--- src/sfat_pkg.sv ---
// Shared types and constants of the spin-flip acceptance table.
package sfat_pkg;

	localparam int T_W    = 24;   // temperature width
	localparam int A_W    = 19;   // |J| * |S| magnitude
	localparam int Q_W    = 35;   // scaled exponent x in Q.30, below 32.0
	localparam int K_W    = 6;    // whole multiples of ln2
	localparam int R_W    = 30;   // remainder below ln2 in Q.30
	localparam int TERM_W = 31;   // series term, up to 1.0 in Q.30
	localparam int SUM_W  = 33;   // signed series sum
	localparam int IDX_W  = 3;
	localparam int NTERMS = 14;
	localparam int CFG_W  = 16;

	localparam logic [Q_W-1:0] LN2_Q30 = 35'd744261118;
	localparam logic [TERM_W-1:0] Q30_ONE = 31'h4000_0000;

	localparam logic [IDX_W-1:0] LAST_SQUARE  = 3'd4;
	localparam logic [IDX_W-1:0] LAST_CUBIC   = 3'd6;
	localparam logic [IDX_W-1:0] LAST_CLUSTER = 3'd0;

	localparam logic [1:0] MODE_CUBIC = 2'd1;
	localparam int MODE_CLUSTER_BIT = 1;

	localparam logic REG_COUPLING = 1'b0;
	localparam logic REG_MODE     = 1'b1;

	localparam logic signed [4:0] SUM_SQUARE [5] = '{5'sd8, 5'sd4, 5'sd0, -5'sd4, -5'sd8};
	localparam logic signed [4:0] SUM_CUBIC [7] =
		'{5'sd12, 5'sd8, 5'sd4, 5'sd0, -5'sd4, -5'sd8, -5'sd12};

	typedef enum logic [1:0] {
		FIX_NONE,
		FIX_ONE,
		FIX_ZERO,
		FIX_ZERO_CLAMP
	} fix_t;

	typedef struct packed {
		logic [IDX_W-1:0] idx;
		logic             last;
		logic             cluster;
		logic             under;
		fix_t             fix;
	} meta_t;

	typedef struct packed {
		logic             vld;
		meta_t            meta;
		logic [T_W-1:0]   t;
		logic [A_W-1:0]   a;
		logic [T_W-1:0]   rem;
		logic [Q_W-1:0]   q;
	} div_t;

	typedef struct packed {
		logic             vld;
		meta_t            meta;
		logic [Q_W-1:0]   y;
		logic [K_W-1:0]   k;
	} ln2_t;

	typedef struct packed {
		logic                    vld;
		meta_t                   meta;
		logic [K_W-1:0]          k;
		logic [R_W-1:0]          r;
		logic [TERM_W-1:0]       term;
		logic signed [SUM_W-1:0] sum;
	} term_t;

endpackage

--- src/sfat_term_cell.sv ---
// One Taylor term of exp(-r): term = floor(floor(term*r / 2^30) / N), added with sign.
module sfat_term_cell #(
	parameter int N = 1
) (
	input  logic            clk,
	input  logic            arst_n,
	input  logic            en,
	input  sfat_pkg::term_t d,
	output sfat_pkg::term_t q
);
	import sfat_pkg::*;

	// floor(2^32 / N); estimate is low by at most one
	localparam logic [32:0] RECIP = 33'((64'd1 << 32) / N);
	localparam logic [R_W-1:0] NV = R_W'(N);

	term_t                   t_s1;
	logic [TERM_W+R_W-1:0]   prod_s1;
	term_t                   t_s2;
	logic [R_W-1:0]          x_s2;
	logic [R_W+32:0]         xm_s2;

	logic [R_W-1:0] x;
	logic [R_W-1:0] q0;
	logic [R_W-1:0] rem;
	logic [R_W-1:0] qv;
	term_t          nx;

	always_comb begin
		x   = prod_s1[R_W+R_W-1:R_W];
		q0  = R_W'(xm_s2[R_W+32:32]);
		rem = x_s2 - R_W'(q0 * NV);
		qv  = (rem >= NV) ? q0 + R_W'(1) : q0;
		nx      = t_s2;
		nx.term = TERM_W'(qv);
		if (N % 2 == 1) begin
			nx.sum = t_s2.sum - SUM_W'(qv);
		end else begin
			nx.sum = t_s2.sum + SUM_W'(qv);
		end
	end

	always_ff @(posedge clk or negedge arst_n) begin
		if (!arst_n) begin
			t_s1 <= '0;
			t_s2 <= '0;
			q    <= '0;
		end else if (en) begin
			t_s1 <= d;
			t_s2 <= t_s1;
			q    <= nx;
		end
	end

	always_ff @(posedge clk) begin
		if (en) begin
			prod_s1 <= (TERM_W+R_W)'(d.term) * (TERM_W+R_W)'(d.r);
			x_s2    <= x;
			xm_s2   <= (R_W+33)'(x) * (R_W+33)'(RECIP);
		end
	end
endmodule

--- config.mk ---
export PLATFORM = sky130hd
export DESIGN_NAME = sfat_term_cell
export DESIGN_NICKNAME = d
export VERILOG_FILES = /design/src/sfat_pkg.sv /design/src/sfat_term_cell.sv
export SDC_FILE = /design/constraint.sdc
export NUM_CORES = 2
export LEC_CHECK = 0
export BUFFER_PORTS_ARGS = -buffer_cell sky130_fd_sc_hd__clkbuf_2
export CORE_MARGIN = 2
export CORE_UTILIZATION = 50
export CTS_BUF_LIST = sky130_fd_sc_hd__clkbuf_2 sky130_fd_sc_hd__clkbuf_4 sky130_fd_sc_hd__clkbuf_8
export CTS_CLUSTER_SIZE = 24
export DETAILED_ROUTE_END_ITERATION = 8
export PLACE_DENSITY = 0.7
export SETUP_SLACK_MARGIN = 0.5
export SKIP_LAST_GASP = 1
export SYNTH_ARGS = -nofsm -noshare
export SYNTH_HDL_FRONTEND = slang
export SYNTH_SLANG_ARGS = --single-unit
--- constraint.sdc ---
create_clock -name clk -period 4.6 [get_ports clk]
set_input_delay 0.92 -clock clk [delete_from_list [all_inputs] [get_ports clk]]
set_output_delay 0.92 -clock clk [all_outputs]
set_load 0.1 [all_outputs]
==> key figures <==
Setup path
  – Worst EP arrival: 8.09 ns
  – Crit path launch: d[75]
  – Slowest stage delay, CP: 0.58 ns
  – Most frequent cell on the critical path: fa_1
  – WS Path Type: in -> reg
  – Crit Reg-Reg Endpoint: q[27]$_DFFE_PN0P_
  – FF-to-FF path depth: 11
  – Crit path max fanout: 8
  – R2R setup slack: 1.18 ns
  – WP data required: 4.97 ns
  – Critical path launch point type: input port
  – R2R Path Start: xm_s2[33]$_DFFE_PP_
  – Worst Setup End Kind: register
  – Slowest CP cell: fa_1

Die
  – Die H: 297 microns
  – Num rows: 107
  – Die ar.: 0.0884 sq mm
  – DIE WIDTH: 297 microns
  – Ports: 221
  – Initial Util: 50.4%
  – Core area: 0.0853 sq mm

Final layout
  – P&R area growth vs syn: 16.7%
  – Commonest non-fill, non-tap cell in the layout: inv_1
  – Commonest non-fill, non-tap cells in the layout: 884 x inv_1, 764 x fa_1, 529 x and2_1, 421 x nand2_1, 306 x buf_4
  – Share of post-route cells with drive strength above 1: 23.8%
  – Final core occ: 58.9%
  – Layout Nets: 5,816

Synthesis
  – Post-synth top area share: 37.6%
  – Count of unique library cells instantiated by Yosys: 68
  – Cell area after synthesis: 0.0430 sq mm
  – Mapped Cells: 4,206
  – Post-Syn Nets: 5,395
  – Most used DFF post-synth: dfrtp_1
  – Synth area leaders: fa_1 38%, dfrtp_1 15%, and2_1 8.0%
  – Sequential area share after synthesis: 19.5%
  – Seq cells post-synth: 324
  – Async SR Flop Fraction: 81.5%
  – Synth warnings: 0
  – Post-synth EDFFs: 60
  – Yosys top cell by area: fa_1
  – Syn_area_per_cell: 10.2 sq um

STA
  – Pins Over Slew Limit: 0
  – Rel. slew slack: 38.1%
  – # setup viols final: 30
  – Period Utilization, post-route: 168%
  – Post-route setup slack: -3.12 ns
  – Max frequency: 130 MHz
  – Tightest Pin Transition: 0.929 ns
  – Clock skew: 0.0358 ns
  – Endpoints failing hold: 0
  – Fin crit period: 7.72 ns
  – Unrepaired setup endpoints after global routing: yes

Outcome
  – Outcome: finished with violations
  – Failing checks: setup timing

Detailed routing
  – WL final: 114,000 microns
  – 1st-iter DRT viols: 1,775
  – Post-route ant nets: 0
  – Vias per cell: 5.25
  – Post-DR wirelength/cell: 19.6 microns
  – TritonRoute pass-1 iters: 5
  – DRC violations left: 0
  – Via Count: 30,500

Clock network
  – H-Tree Depth: 2
  – CTS tree: built
  – Clock sink count: 324
  – Clk Latency, worst-skew pair: 0.59 ns
  – Cts hold-fix bufs: 0
  – Maximum clock insertion buffer count: 3
  – Number of buffers created by CTS: 47
  – Worst-path clk slew: 0.06 ns
  – CTS Root Cell: clkbuf_8

Global route
  – Vias in the first global route: 32,700
  – Initial antenna violation count: 6
  – GRT Residual Overflow: 0
  – First-pass GRT wire length: 179,000 microns
  – Largest net degree at the start of global routing: 118
  – Global Route Usage Sum: 25.9%

Placement
  – Input/output buffers: 219
  – DP HPWL: 93,000 microns
  – Gpl congestion: 0.926

Run
  – Max Cap Viol: 0

Worst hold path
  – Worst Hold Class: in -> async
-- how the worst max path moves through the flow --
stage                                  to  slack (ns)  cells past startpoint
global placement    prod_s1[55]$_DFFE_PP_       -4.37                     26
detailed placement  prod_s1[55]$_DFFE_PP_       -4.49                     26
global route        prod_s1[53]$_DFFE_PP_       -3.28                     25
finish              prod_s1[53]$_DFFE_PP_       -3.12                     27
floorplan           prod_s1[53]$_DFFE_PP_       -3.08                     27
CTS                 prod_s1[55]$_DFFE_PP_       -3.06                     27
-- area by class of cell --
type	count	area, sq um
antenna	1	2.50
clock buffer	71	890
clock inverter	13	156
fill	7115	35100
inverter	903	3390
multi-input combinational	2753	31200
sequential	324	8410
tap	1144	1430
timing repair buffer	598	4780
-- state kept, by name, indices dropped and copies added (netlist names) --
signal,count
t_s1,78
nx,45
t_s2,33
xm_s2,30
prod_s1,30
q,108
-- kinds of logic (layout without fill, tap and decap cells) --
group	after synthesis	in the layout	share of synthesized area, %
fa+ha+maj	1077	1077	45.4
mux	253	253	6.61
flops	324	324	19.5
buf+inv	1129	1585	9.88
simple gates	1103	1103	13.4
other cells	1	2	0.00872
compound gates	264	264	4.07
xor+xnor	55	55	1.12
-- critical path: cells and delay by family --
kind | cells | cell delay, ns
buf+inv | 8 | 0.85
compound gates | 6 | 1.20
simple gates | 4 | 0.79
fa+ha+maj | 9 | 4.27
-- synth_stat cells (13+ instances only) --
library cell,instances
a21o_1,36
a21oi_1,80
and2_1,553
clkbuf_1,224
dfrtp_1,264
edfxtp_1,60
fa_1,807
ha_1,270
inv_1,903
mux2_2,249
nand2_1,423
nand3_1,13
nand4_1,15
nor2_1,37
nor3_1,17
o21ai_0,46
xnor2_1,38
xor2_1,17
-- per-stage QoR --
stage | worst slack [ns] | std cells | instance area, sq um | hold slack [ns] | TNS (ns)
floorplan | -3.08 | 4206 | 43400 | 0.400 | -82.79
global placement | -4.37 | 5697 | 47900 | 0.403 | -114.23
finish | -3.12 | 5807 | 50200 | 0.401 | -85.37
global route | -3.28 | 5807 | 50200 | 0.422 | -89.24
detailed placement | -4.49 | 5697 | 47900 | 0.405 | -116.73
CTS | -3.06 | 5790 | 49600 | 0.419 | -84.15
-- what timing repair did --
item | CTS | global route
gates resized for setup | 120 | 150
setup buffers | 7 | 14
endpoints found under the setup margin | 30 | 30
cloned | 2 | 2
pin swaps | 61 | 79
-- layer usage --
metal / share of wire (%) / up-vias / track usage, %
met5: 0.034 / - / 0
met4: 4.7 / 6 / 9.93
met3: 5.3 / 286 / 2.91
met2: 52 / 922 / 46.5
met1: 38 / 15800 / 32.0
li1: - / 13500 / -
Power is not shown: default switching activity piles up to over one toggle a cycle in this logic, so the estimate is an artifact.
