[config.mk]
export PLATFORM = sky130hd
export DESIGN_NAME = sfat_ln2_cell
export DESIGN_NICKNAME = d
export VERILOG_FILES = /design/src/sfat_pkg.sv /design/src/sfat_ln2_cell.sv
export SDC_FILE = /design/constraint.sdc
export NUM_CORES = 1
export LEC_CHECK = 0
export CAP_MARGIN = 0
export CORE_MARGIN = 2
export CORE_UTILIZATION = 40
export DETAILED_ROUTE_END_ITERATION = 10
export DONT_BUFFER_PORTS = 1
export GPL_TIMING_DRIVEN = 0
export PLACE_DENSITY = 0.52
export SLEW_MARGIN = 20
export SYNTH_ARGS = -nofsm -noshare
export SYNTH_HDL_FRONTEND = slang
export SYNTH_SLANG_ARGS = --single-unit
[constraint.sdc]
create_clock -name clk -period 2.3 [get_ports clk]
set_input_delay 0.115 -clock clk [delete_from_list [all_inputs] [get_ports clk]]
set_output_delay 0.115 -clock clk [all_outputs]
set_load 0.02 [all_outputs]
[src/sfat_pkg.sv]
// Shared types and constants of the spin-flip acceptance table.
package sfat_pkg;

	localparam int T_W    = 24;   // temperature width
	localparam int A_W    = 19;   // |J| * |S| magnitude
	localparam int Q_W    = 35;   // scaled exponent x in Q.30, below 32.0
	localparam int K_W    = 6;    // whole multiples of ln2
	localparam int R_W    = 30;   // remainder below ln2 in Q.30
	localparam int TERM_W = 31;   // series term, up to 1.0 in Q.30
	localparam int SUM_W  = 33;   // signed series sum
	localparam int IDX_W  = 3;
	localparam int NTERMS = 14;
	localparam int CFG_W  = 16;

	localparam logic [Q_W-1:0] LN2_Q30 = 35'd744261118;
	localparam logic [TERM_W-1:0] Q30_ONE = 31'h4000_0000;

	localparam logic [IDX_W-1:0] LAST_SQUARE  = 3'd4;
	localparam logic [IDX_W-1:0] LAST_CUBIC   = 3'd6;
	localparam logic [IDX_W-1:0] LAST_CLUSTER = 3'd0;

	localparam logic [1:0] MODE_CUBIC = 2'd1;
	localparam int MODE_CLUSTER_BIT = 1;

	localparam logic REG_COUPLING = 1'b0;
	localparam logic REG_MODE     = 1'b1;

	localparam logic signed [4:0] SUM_SQUARE [5] = '{5'sd8, 5'sd4, 5'sd0, -5'sd4, -5'sd8};
	localparam logic signed [4:0] SUM_CUBIC [7] =
		'{5'sd12, 5'sd8, 5'sd4, 5'sd0, -5'sd4, -5'sd8, -5'sd12};

	typedef enum logic [1:0] {
		FIX_NONE,
		FIX_ONE,
		FIX_ZERO,
		FIX_ZERO_CLAMP
	} fix_t;

	typedef struct packed {
		logic [IDX_W-1:0] idx;
		logic             last;
		logic             cluster;
		logic             under;
		fix_t             fix;
	} meta_t;

	typedef struct packed {
		logic             vld;
		meta_t            meta;
		logic [T_W-1:0]   t;
		logic [A_W-1:0]   a;
		logic [T_W-1:0]   rem;
		logic [Q_W-1:0]   q;
	} div_t;

	typedef struct packed {
		logic             vld;
		meta_t            meta;
		logic [Q_W-1:0]   y;
		logic [K_W-1:0]   k;
	} ln2_t;

	typedef struct packed {
		logic                    vld;
		meta_t                   meta;
		logic [K_W-1:0]          k;
		logic [R_W-1:0]          r;
		logic [TERM_W-1:0]       term;
		logic signed [SUM_W-1:0] sum;
	} term_t;

endpackage

[src/sfat_ln2_cell.sv]
// One cell of the split y = k*ln2 + r: tests and removes ln2 << B.
module sfat_ln2_cell #(
	parameter int B = 0
) (
	input  logic           clk,
	input  logic           arst_n,
	input  logic           en,
	input  sfat_pkg::ln2_t d,
	output sfat_pkg::ln2_t q
);
	import sfat_pkg::*;

	localparam logic [Q_W-1:0] STEP = LN2_Q30 << B;

	logic ge;
	ln2_t nx;

	always_comb begin
		ge   = d.y >= STEP;
		nx   = d;
		nx.y = ge ? d.y - STEP : d.y;
		nx.k = {d.k[K_W-2:0], ge};
	end

	always_ff @(posedge clk or negedge arst_n) begin
		if (!arst_n) begin
			q <= '0;
		end else if (en) begin
			q <= nx;
		end
	end
endmodule

==> results of run 1 <==
## kinds of logic after synthesis
family,Yosys count
adders and majority gates,1
xor gates and xnor gates,15
and+or+nand+nor,108
muxes,20
DFF,50
buffers and inverters,28
AOI/OAI and AO/OA,95
## power by group through the flow
stage | sequential, mW | combinational (mW) | clock [mW]
finish | 1.17 | 0.360 | 0.563
floorplan | 1.17 | 0.229 | 0
global placement | 1.19 | 0.277 | 0
CTS | 1.17 | 0.363 | 0.588
detailed placement | 1.19 | 0.282 | 0
global route | 1.19 | 0.405 | 0.617
## critical path: stages
cell and delay [ps]:
buf_2 160, a2111o_1 450, a2111o_1 460, nor2b_1 140, clkbuf_4 200, a21o_1 130, buf_4 170, buf_4 200
o21ai_0 130, a31oi_1 180
## final cells by class
cell class                 instances  share of cell area (%)
buffer                            21                    2.79
clock buffer                       6                    2.27
clock inverter                     2                   0.447
inverter                           7                   0.722
multi-input combinational        239                    44.8
sequential                        50                    34.4
tap                               99                    3.40
timing repair buffer              39                    11.2
## metal layers
metal	share of wire (%)	wire, um	GRT usage [%]
met4	0.97	88	6.67
met3	7.7	699	6.76
met2	47	4300	36.9
met5	0	0	0
met1	44	3980	29.4
## cells in the mapped netlist (3+ instances only)
cell type / count
or2_2: 6
o21ai_0: 11
a31oi_1: 11
mux2_2: 18
a2111o_1: 3
a2111oi_2: 3
or4_1: 5
dfrtp_1: 50
or3_1: 10
a211oi_1: 4
nor3_1: 5
inv_1: 7
clkbuf_1: 11
nand4_1: 6
o31ai_1: 4
nor2_1: 33
o211ai_1: 5
buf_4: 4
a2111oi_0: 6
buf_2: 4
xnor2_1: 13
nand3_1: 10
and2_1: 3
nand2_1: 19
a21oi_1: 23
## stage by stage
stage | setup TNS (ps) | std cells | power, mW | setup WS [ps] | utilization [%]
3_5_place_dp | -3890 | 416 | 1.47 | -245 | 43.0
5_1_grt | 0 | 463 | 2.21 | 28.4 | 50.2
2_1_floorplan | 0 | 317 | 1.40 | 148 | -
4_1_cts | 0 | 463 | 2.12 | 75.9 | 50.0
6_report | 0 | 463 | 2.09 | 187 | 50.2
3_3_place_gp | -3840 | 416 | 1.46 | -243 | 43.0
## how the worst max path moves through the flow
| stage | end | from | depth (start not counted) |
|---|---|---|---|
| 5_1_grt | q[32]$_DFFE_PN0P_ | d[27] | 10 |
| 3_5_place_dp | q[32]$_DFFE_PN0P_ | d[27] | 9 |
| 6_report | q[32]$_DFFE_PN0P_ | d[27] | 10 |
| 4_1_cts | q[32]$_DFFE_PN0P_ | d[27] | 9 |
| 2_1_floorplan | q[25]$_DFFE_PN0P_ | d[27] | 9 |
| 3_3_place_gp | q[34]$_DFFE_PN0P_ | d[27] | 8 |
## repair_timing
item                                    4_1_cts  5_1_grt
resized for setup                             0        2
hold buffers                                 39        0
endpoints found under the setup margin        0       11
endpoints found under the hold margin        86        0
==> results.ini, run 1 <==
[layout]
multiInputGateArea_um2 = 1630
n_antenna_cell = 0
final_cell_mix = dfrtp_1 (50), dlygate4sd3_1 (38), nor2_1 (33)
final_cell_area_um2 = 3640
largest_reg_flops = 50
drive_above_1_share_pct = 13.7
top_regs = q (50)
nNetsFinal = 417
syn2layout_area_growth_pct = 21.4
layout_commonest_cell = dfrtp_1
regArea_um2 = 1250
top_register = q
nFillCells = 697

[pwr]
sw_frac_of_total_pct = 32.9
cellLeakagePower_nw = 1.36
p_int_mw = 1.40
switchingPower_mw = 0.689
ir_drop_v = 0.000312
powerDensity_nw_per_um2 = 575
seqPwrFrac_pct = 55.9
p_clk_share_pct = 26.9
combPwrFrac_pct = 17.2

[yosys]
ys.flop_type = dfrtp_1
synth_top_family_by_area = compound AO/OA/AOI/OAI gates
ys_seq_elements = 50
async_flop_share_pct = 100
synthXorXnorAreaFrac_pct = 4.38
synth_area_leaders = dfrtp_1 (42%), mux2_2 (6.8%), nor2_1 (4.1%), a21oi_1 (3.8%), xnor2_1 (3.8%)
synthMuxAreaShare_pct = 7.43
synthAdderAreaFrac_pct = 0.418
synth_top_area_share_pct = 41.8
synth_warnings = 0
synth_top_area_cell = dfrtp_1
synth-edff-count = 0
synth-simple-area-share_pct = 18.7
synth_fp_nets = 371
avgSynthCellArea_um2 = 9.45
ys_seq_area_share_pct = 41.8
synth_cells = 317
syn_area_um2 = 3000
synthDistinctLibCells = 56
synth-compound-area-share_pct = 23.1

[setup_path]
cp-start-kind = primary input
end_kind = flip-flop
r2r_setup_slack_ps = 1230
crit_arrival_ps = 2350
crit_fanout = 10
reg2reg_depth = 3
crit_type = primary input to flip-flop
r2r-start = q[40]$_DFFE_PN0P_
r2r_end = q[40]$_DFFE_PN0P_
cp.required_ps = 2530

[cts]
htree_num_levels = 2
cts_buffers = 5
cts_setup_buffers = 0
tritoncts = done
cts_buffer_depth = 2
clk_pin_slew_ps = 100
cts_root_buf = clkbuf_8
clock-sinks = 50
clock_latency_ps = 310

[routing]
vias_per_cell = 5.86
drt_wl_total_um = 9060
ant_nets = 0
drc = 0
num_vias = 2715
post_drt_wl_per_cell_um = 19.6
drtIter0Drc = 133
firstDrtPassIters = 4

[outcome]
status = complete, no violations

[sta]
setup_viol = 0
maxSlewHeadroom_pct = 49.0
grt_setup_unrepaired = false
slew_viol_final = 0
fin_hold_ws_ps = 5.98
max_freq_mhz = 473
fin_skew_ps = 0
min_period_ps = 2110
period_share_pct = 91.9
finalHoldViolCount = 0
worstMarginPinSlew_ps = 763

[placed_design]
postPlaceCellArea_um2 = 3120
place_congestion = 0.885
io_buffers = 0
dp_hpwl_um = 6410

[global_route]
grt_overflow_total = 0
antenna_found_initial = 0
grt_max_degree = 51
grt.total_usage_pct = 22.8
grt_first_pass_wirelength_um = 14900
grt_pass1_vias = 2845

[floorplanning]
core-area_um2 = 7250
die_height_um = 90.6
dieArea_um2 = 8200
core.rowCount = 31
floorplan.initialDensity_pct = 41.3
dieWidth_um = 90.6
io_pins = 103

[flow_run]
drv_cap = 0

[hold_path]
min_from = d[22]
whs_endpoint = q[22]$_DFFE_PN0P_
holdPathStages = 2
min_path_type = primary input to flip-flop

Power figures use the tool's default switching activity.
==> inputs of run 2 (changes only) <==
==> constraint.sdc (replaced) <==
create_clock -name clk -period 2.1 [get_ports clk]
set_input_delay 0.105 -clock clk [delete_from_list [all_inputs] [get_ports clk]]
set_output_delay 0.105 -clock clk [all_outputs]
set_load 0.02 [all_outputs]
==> results.ini, run 2 (synthesis gave the netlist of run 1 again) <==
[cts]
cts_buffers = 5
cts_buffer_depth = 2
clk_pin_slew_ps = 110
clock_latency_ps = 310
htree_num_levels = 2
cts_root_buf = clkbuf_8
clock-sinks = 50
tritoncts = done

[floorplanning]
core-area_um2 = 7250
dieWidth_um = 90.6
io_pins = 103
core.rowCount = 31
floorplan.initialDensity_pct = 41.3
die_height_um = 90.6
dieArea_um2 = 8200

[layout]
nNetsFinal = 422
largest_reg_flops = 50
drive_above_1_share_pct = 14.1
final_cell_mix = dfrtp_1 (50), dlygate4sd3_1 (42), nor2_1 (33)
top_regs = q (50)
n_antenna_cell = 0
top_register = q
layout_commonest_cell = dfrtp_1
nFillCells = 704
syn2layout_area_growth_pct = 24.1
multiInputGateArea_um2 = 1630
regArea_um2 = 1250
post-route-util_pct = 51.3
final_cell_area_um2 = 3720
final_cells = 468

[setup_path]
crit_fanout = 10
cp-startpoint = d[27]
crit_family = compound AO/OA/AOI/OAI gates
cp-start-kind = primary input
r2r_setup_slack_ps = 1050
cpPeakStageDelay_ps = 490
crit_buf_inv = 4
end_kind = flip-flop
slowest_stage = a2111o_1
r2r-start = q[31]$_DFFE_PN0P_
reg2reg_depth = 2
r2r_end = q[31]$_DFFE_PN0P_
crit_arrival_ps = 2240
crit_type = primary input to flip-flop
cp.required_ps = 2340
cp_cell_sequence = buf_2 > a2111o_1 > a2111o_1 > nor2b_1 > buf_4 > a21o_1 > buf_6 > buf_6 > o21ai_0 > a31oi_1

[sta]
maxSlewHeadroom_pct = 52.9
slew_viol_final = 0
period_share_pct = 95.2
grt_setup_unrepaired = true
setup_viol = 0
max_freq_mhz = 500
min_period_ps = 2000
finalHoldViolCount = 0
fin_skew_ps = 0
worstMarginPinSlew_ps = 698

[routing]
drt_wl_total_um = 9050
ant_nets = 0
drtIter0Drc = 135
post_drt_wl_per_cell_um = 19.3
firstDrtPassIters = 4
vias_per_cell = 5.82
drc = 0
num_vias = 2724

[hold_path]
whs_endpoint = q[34]$_DFFE_PN0P_
min_from = d[34]
min_path_type = primary input to flip-flop
holdPathStages = 3

[placed_design]
dp_hpwl_um = 6370
io_buffers = 0
place_congestion = 0.905
postPlaceCellArea_um2 = 3130
place_inst = 416

[pwr]
switchingPower_mw = 0.770
powerDensity_nw_per_um2 = 646
seqPwrFrac_pct = 53.4
p_clk_share_pct = 29.8
ir_drop_v = 0.000277
combPwrFrac_pct = 16.8
sw_frac_of_total_pct = 32.1
p_int_mw = 1.63
cellLeakagePower_nw = 1.40

[global_route]
antenna_found_initial = 0
grt.total_usage_pct = 22.2
grt_overflow_total = 0
grt_max_degree = 51
grt_pass1_vias = 2826
grt_first_pass_wirelength_um = 14600

[outcome]
status = complete, no violations

[flow_run]
drv_cap = 0

==> run 2: worst max path at each step <==
stage | end | depth (start not counted) | slack, ps
finish | q[32]$_DFFE_PN0P_ | 10 | 100
global route | q[32]$_DFFE_PN0P_ | 10 | -20
CTS | q[32]$_DFFE_PN0P_ | 10 | 4
detailed placement | q[34]$_DFFE_PN0P_ | 8 | -430
global placement | q[34]$_DFFE_PN0P_ | 8 | -420
floorplan | q[31]$_DFFE_PN0P_ | 7 | -10
==> run 2: final cells by class <==
type                    count  area share (%)
plain buffers              21            3.10
well taps                  99            3.33
inverters                   7           0.707
multi-input cells         239            43.9
repair buffers             44            12.2
clock inverters             3            1.18
flip-flops and latches     50            33.6
clock buffers               5            1.85
==> run 2: repair_timing <==
action | CTS | global route
gates resized for setup | 3 | 3
pin swaps | 1 | 2
hold endpoints to repair | 91 | 0
endpoints found under the setup margin | 11 | 13
hold buffers | 43 | 0
buffers inserted | 0 | 1
==> run 2: power by group through the flow <==
stage | Sequential (mW) | Combinational, mW | Clock [mW]
after detailed placement | 1.30 | 0.306 | 0
after CTS | 1.28 | 0.402 | 0.733
after floorplan | 1.28 | 0.251 | 0
after global placement | 1.30 | 0.303 | 0
final | 1.28 | 0.403 | 0.716
after global routing | 1.30 | 0.451 | 0.768
==> run 2: worst reg2reg max path, delay by kind of cell, from the launching register on <==
family,cells,cell delay [ps]
AOI/OAI and AO/OA,1,150
DFF,1,480
and+or+nand+nor,1,310
==> run 2: per-stage QoR <==
stage / power [mW] / setup slack (ps) / TNS (ps) / hold WS, ps
2_1_floorplan: 1.53 / -12.4 / -12.4 / -191
3_3_place_gp: 1.60 / -416 / -9290 / -189
3_5_place_dp: 1.61 / -432 / -9430 / -189
4_1_cts: 2.42 / 4.16 / 0 / 16.5
5_1_grt: 2.52 / -21.2 / -21.2 / 41.0
6_report: 2.40 / 102 / 0 / 18.3
==> run 2: per-layer routing <==
layer  wire [um]  track usage (%)  vias to the layer above
met3         667             6.34                        9
met5           0                0                        -
met2        4120             35.8                       95
met1        4170             29.4                     1313
li1            -                -                     1307
met4          87             5.38                        0
==> inputs of run 3 (changes only) <==
==> constraint.sdc (replaced) <==
create_clock -name clk -period 1.9 [get_ports clk]
set_input_delay 0.095 -clock clk [delete_from_list [all_inputs] [get_ports clk]]
set_output_delay 0.095 -clock clk [all_outputs]
set_load 0.02 [all_outputs]
==> results.ini, run 3 (synthesis gave the netlist of run 1 again) <==
[outcome]
status = complete, no violations

[layout]
final_cell_area_um2 = 3860
largest_reg_flops = 50
drive_above_1_share_pct = 17.6
top_regs = q (50)
n_antenna_cell = 0
nNetsFinal = 428
top_register = q
syn2layout_area_growth_pct = 28.7
final_cell_mix = dfrtp_1 (50), dlygate4sd3_1 (40), nor2_1 (33)
layout_commonest_cell = dfrtp_1

[sta]
setup_viol = 0
finalHoldViolCount = 0
worstMarginPinSlew_ps = 717
finalSetupTns_ps = 0
maxSlewHeadroom_pct = 52.2
grt_setup_unrepaired = true
min_period_ps = 1880
fin_skew_ps = 0
max_freq_mhz = 532
period_share_pct = 99.0
timing.final.ws_setup_ps = 18.9
slew_viol_final = 0

[hold_path]
min_path_type = primary input to flip-flop
holdPathStages = 2
min_from = d[23]

[setup_path]
crit_fanout = 6
crit_type = primary input to flip-flop
end_kind = flip-flop
r2r-start = q[31]$_DFFE_PN0P_
r2r_setup_slack_ps = 820
reg2reg_depth = 2
cp-start-kind = primary input
cp-startpoint = d[17]
cp.required_ps = 2140
crit_arrival_ps = 2120

[routing]
num_vias = 2768
firstDrtPassIters = 4
vias_per_cell = 5.85
ant_nets = 0
post_drt_wl_per_cell_um = 19.6
drc = 0
drtIter0Drc = 143
drt_wl_total_um = 9280

[floorplanning]
dieArea_um2 = 8200
core-area_um2 = 7250
dieWidth_um = 90.6
floorplan.initialDensity_pct = 41.3
die_height_um = 90.6
io_pins = 103
core.rowCount = 31

[global_route]
grt_first_pass_wirelength_um = 14600
grt_overflow_total = 0
antenna_found_initial = 0
grt_pass1_vias = 2752
grt.total_usage_pct = 22.5
grt_max_degree = 51

[cts]
clk_pin_slew_ps = 90
tritoncts = done
cts_buffer_depth = 2
cts_root_buf = clkbuf_8
cts_buffers = 5
htree_num_levels = 2
clock_latency_ps = 300
clock-sinks = 50

[placed_design]
postPlaceCellArea_um2 = 3160
place_congestion = 0.803
dp_slack_ps = -459
dp_hpwl_um = 6290
io_buffers = 0

[pwr]
fin_total_pwr_mw = 2.65
powerDensity_nw_per_um2 = 687
ir_drop_v = 0.000410
cellLeakagePower_nw = 1.45

[flow_run]
drv_cap = 0

run 3: changes by cell type in the layout (fill, tap and decap cells not counted), moves of 3 or more:
cell / delta
a2111oi_4: +3
o21ai_0: -4
o21ai_1: +4
a2111oi_0: -3
buf_4: +6
buf_6: +4
run 3: cell type report:
class,count,area (um2)
plain buffers,20,131
clock buffers,6,82.6
clock inverters,1,30.0
fillers,744,3400
inverters,7,26.3
multi-input cells,239,1700
flip-flops and latches,50,1250
well taps,99,124
repair buffers,51,510
run 3: path summary, 6_finish.rpt:
kind                                     endpoint
max in group asynchronous        q[1]$_DFFE_PN0P_
worst max register to register  q[31]$_DFFE_PN0P_
min in group asynchronous       q[34]$_DFFE_PN0P_
worst min register to register  q[30]$_DFFE_PN0P_
worst min-delay path            q[23]$_DFFE_PN0P_
worst max-delay path            q[29]$_DFFE_PN0P_
run 3: critical path: stages:
cell     delay [ps]
or4_4           560
nor4_4          320
a21oi_4         110
buf_4           150
a221o_2         380
or3_1           350
a31oi_1         150
run 3: what timing repair did:
item	CTS	global route
pin swaps	9	9
endpoints found under the hold margin	89	0
hold buffers	41	0
resized for setup	11	14
gates cloned	1	0
buffers inserted	7	2
setup endpoints to repair	19	24
run 3: stage by stage:
step                      std cells  util, %  hold WS, ps
after global placement          416     43.5         -199
final                           473     53.2         13.6
after global routing            473     53.2         24.0
after detailed placement        416     43.5         -199
after CTS                       472     52.1         8.57
after floorplan                 317        -         -201
run 3: report_power, final:
part | internal (mW) | total, mW | switching, mW
registers | 1.18 | 1.41 | 0.233
logic | 0.236 | 0.465 | 0.229
clock network | 0.421 | 0.771 | 0.350
total | 1.84 | 2.65 | 0.811
run 3: routing by layer:
| metal | vias up | track usage (%) | part of all wire, % |
|---|---|---|---|
| li1 | 1311 | - | - |
| met1 | 1359 | 29.0 | 42 |
| met2 | 89 | 37.3 | 49 |
| met3 | 9 | 6.43 | 7.3 |
| met4 | 0 | 5.77 | 1.0 |
| met5 | - | 0 | 0 |
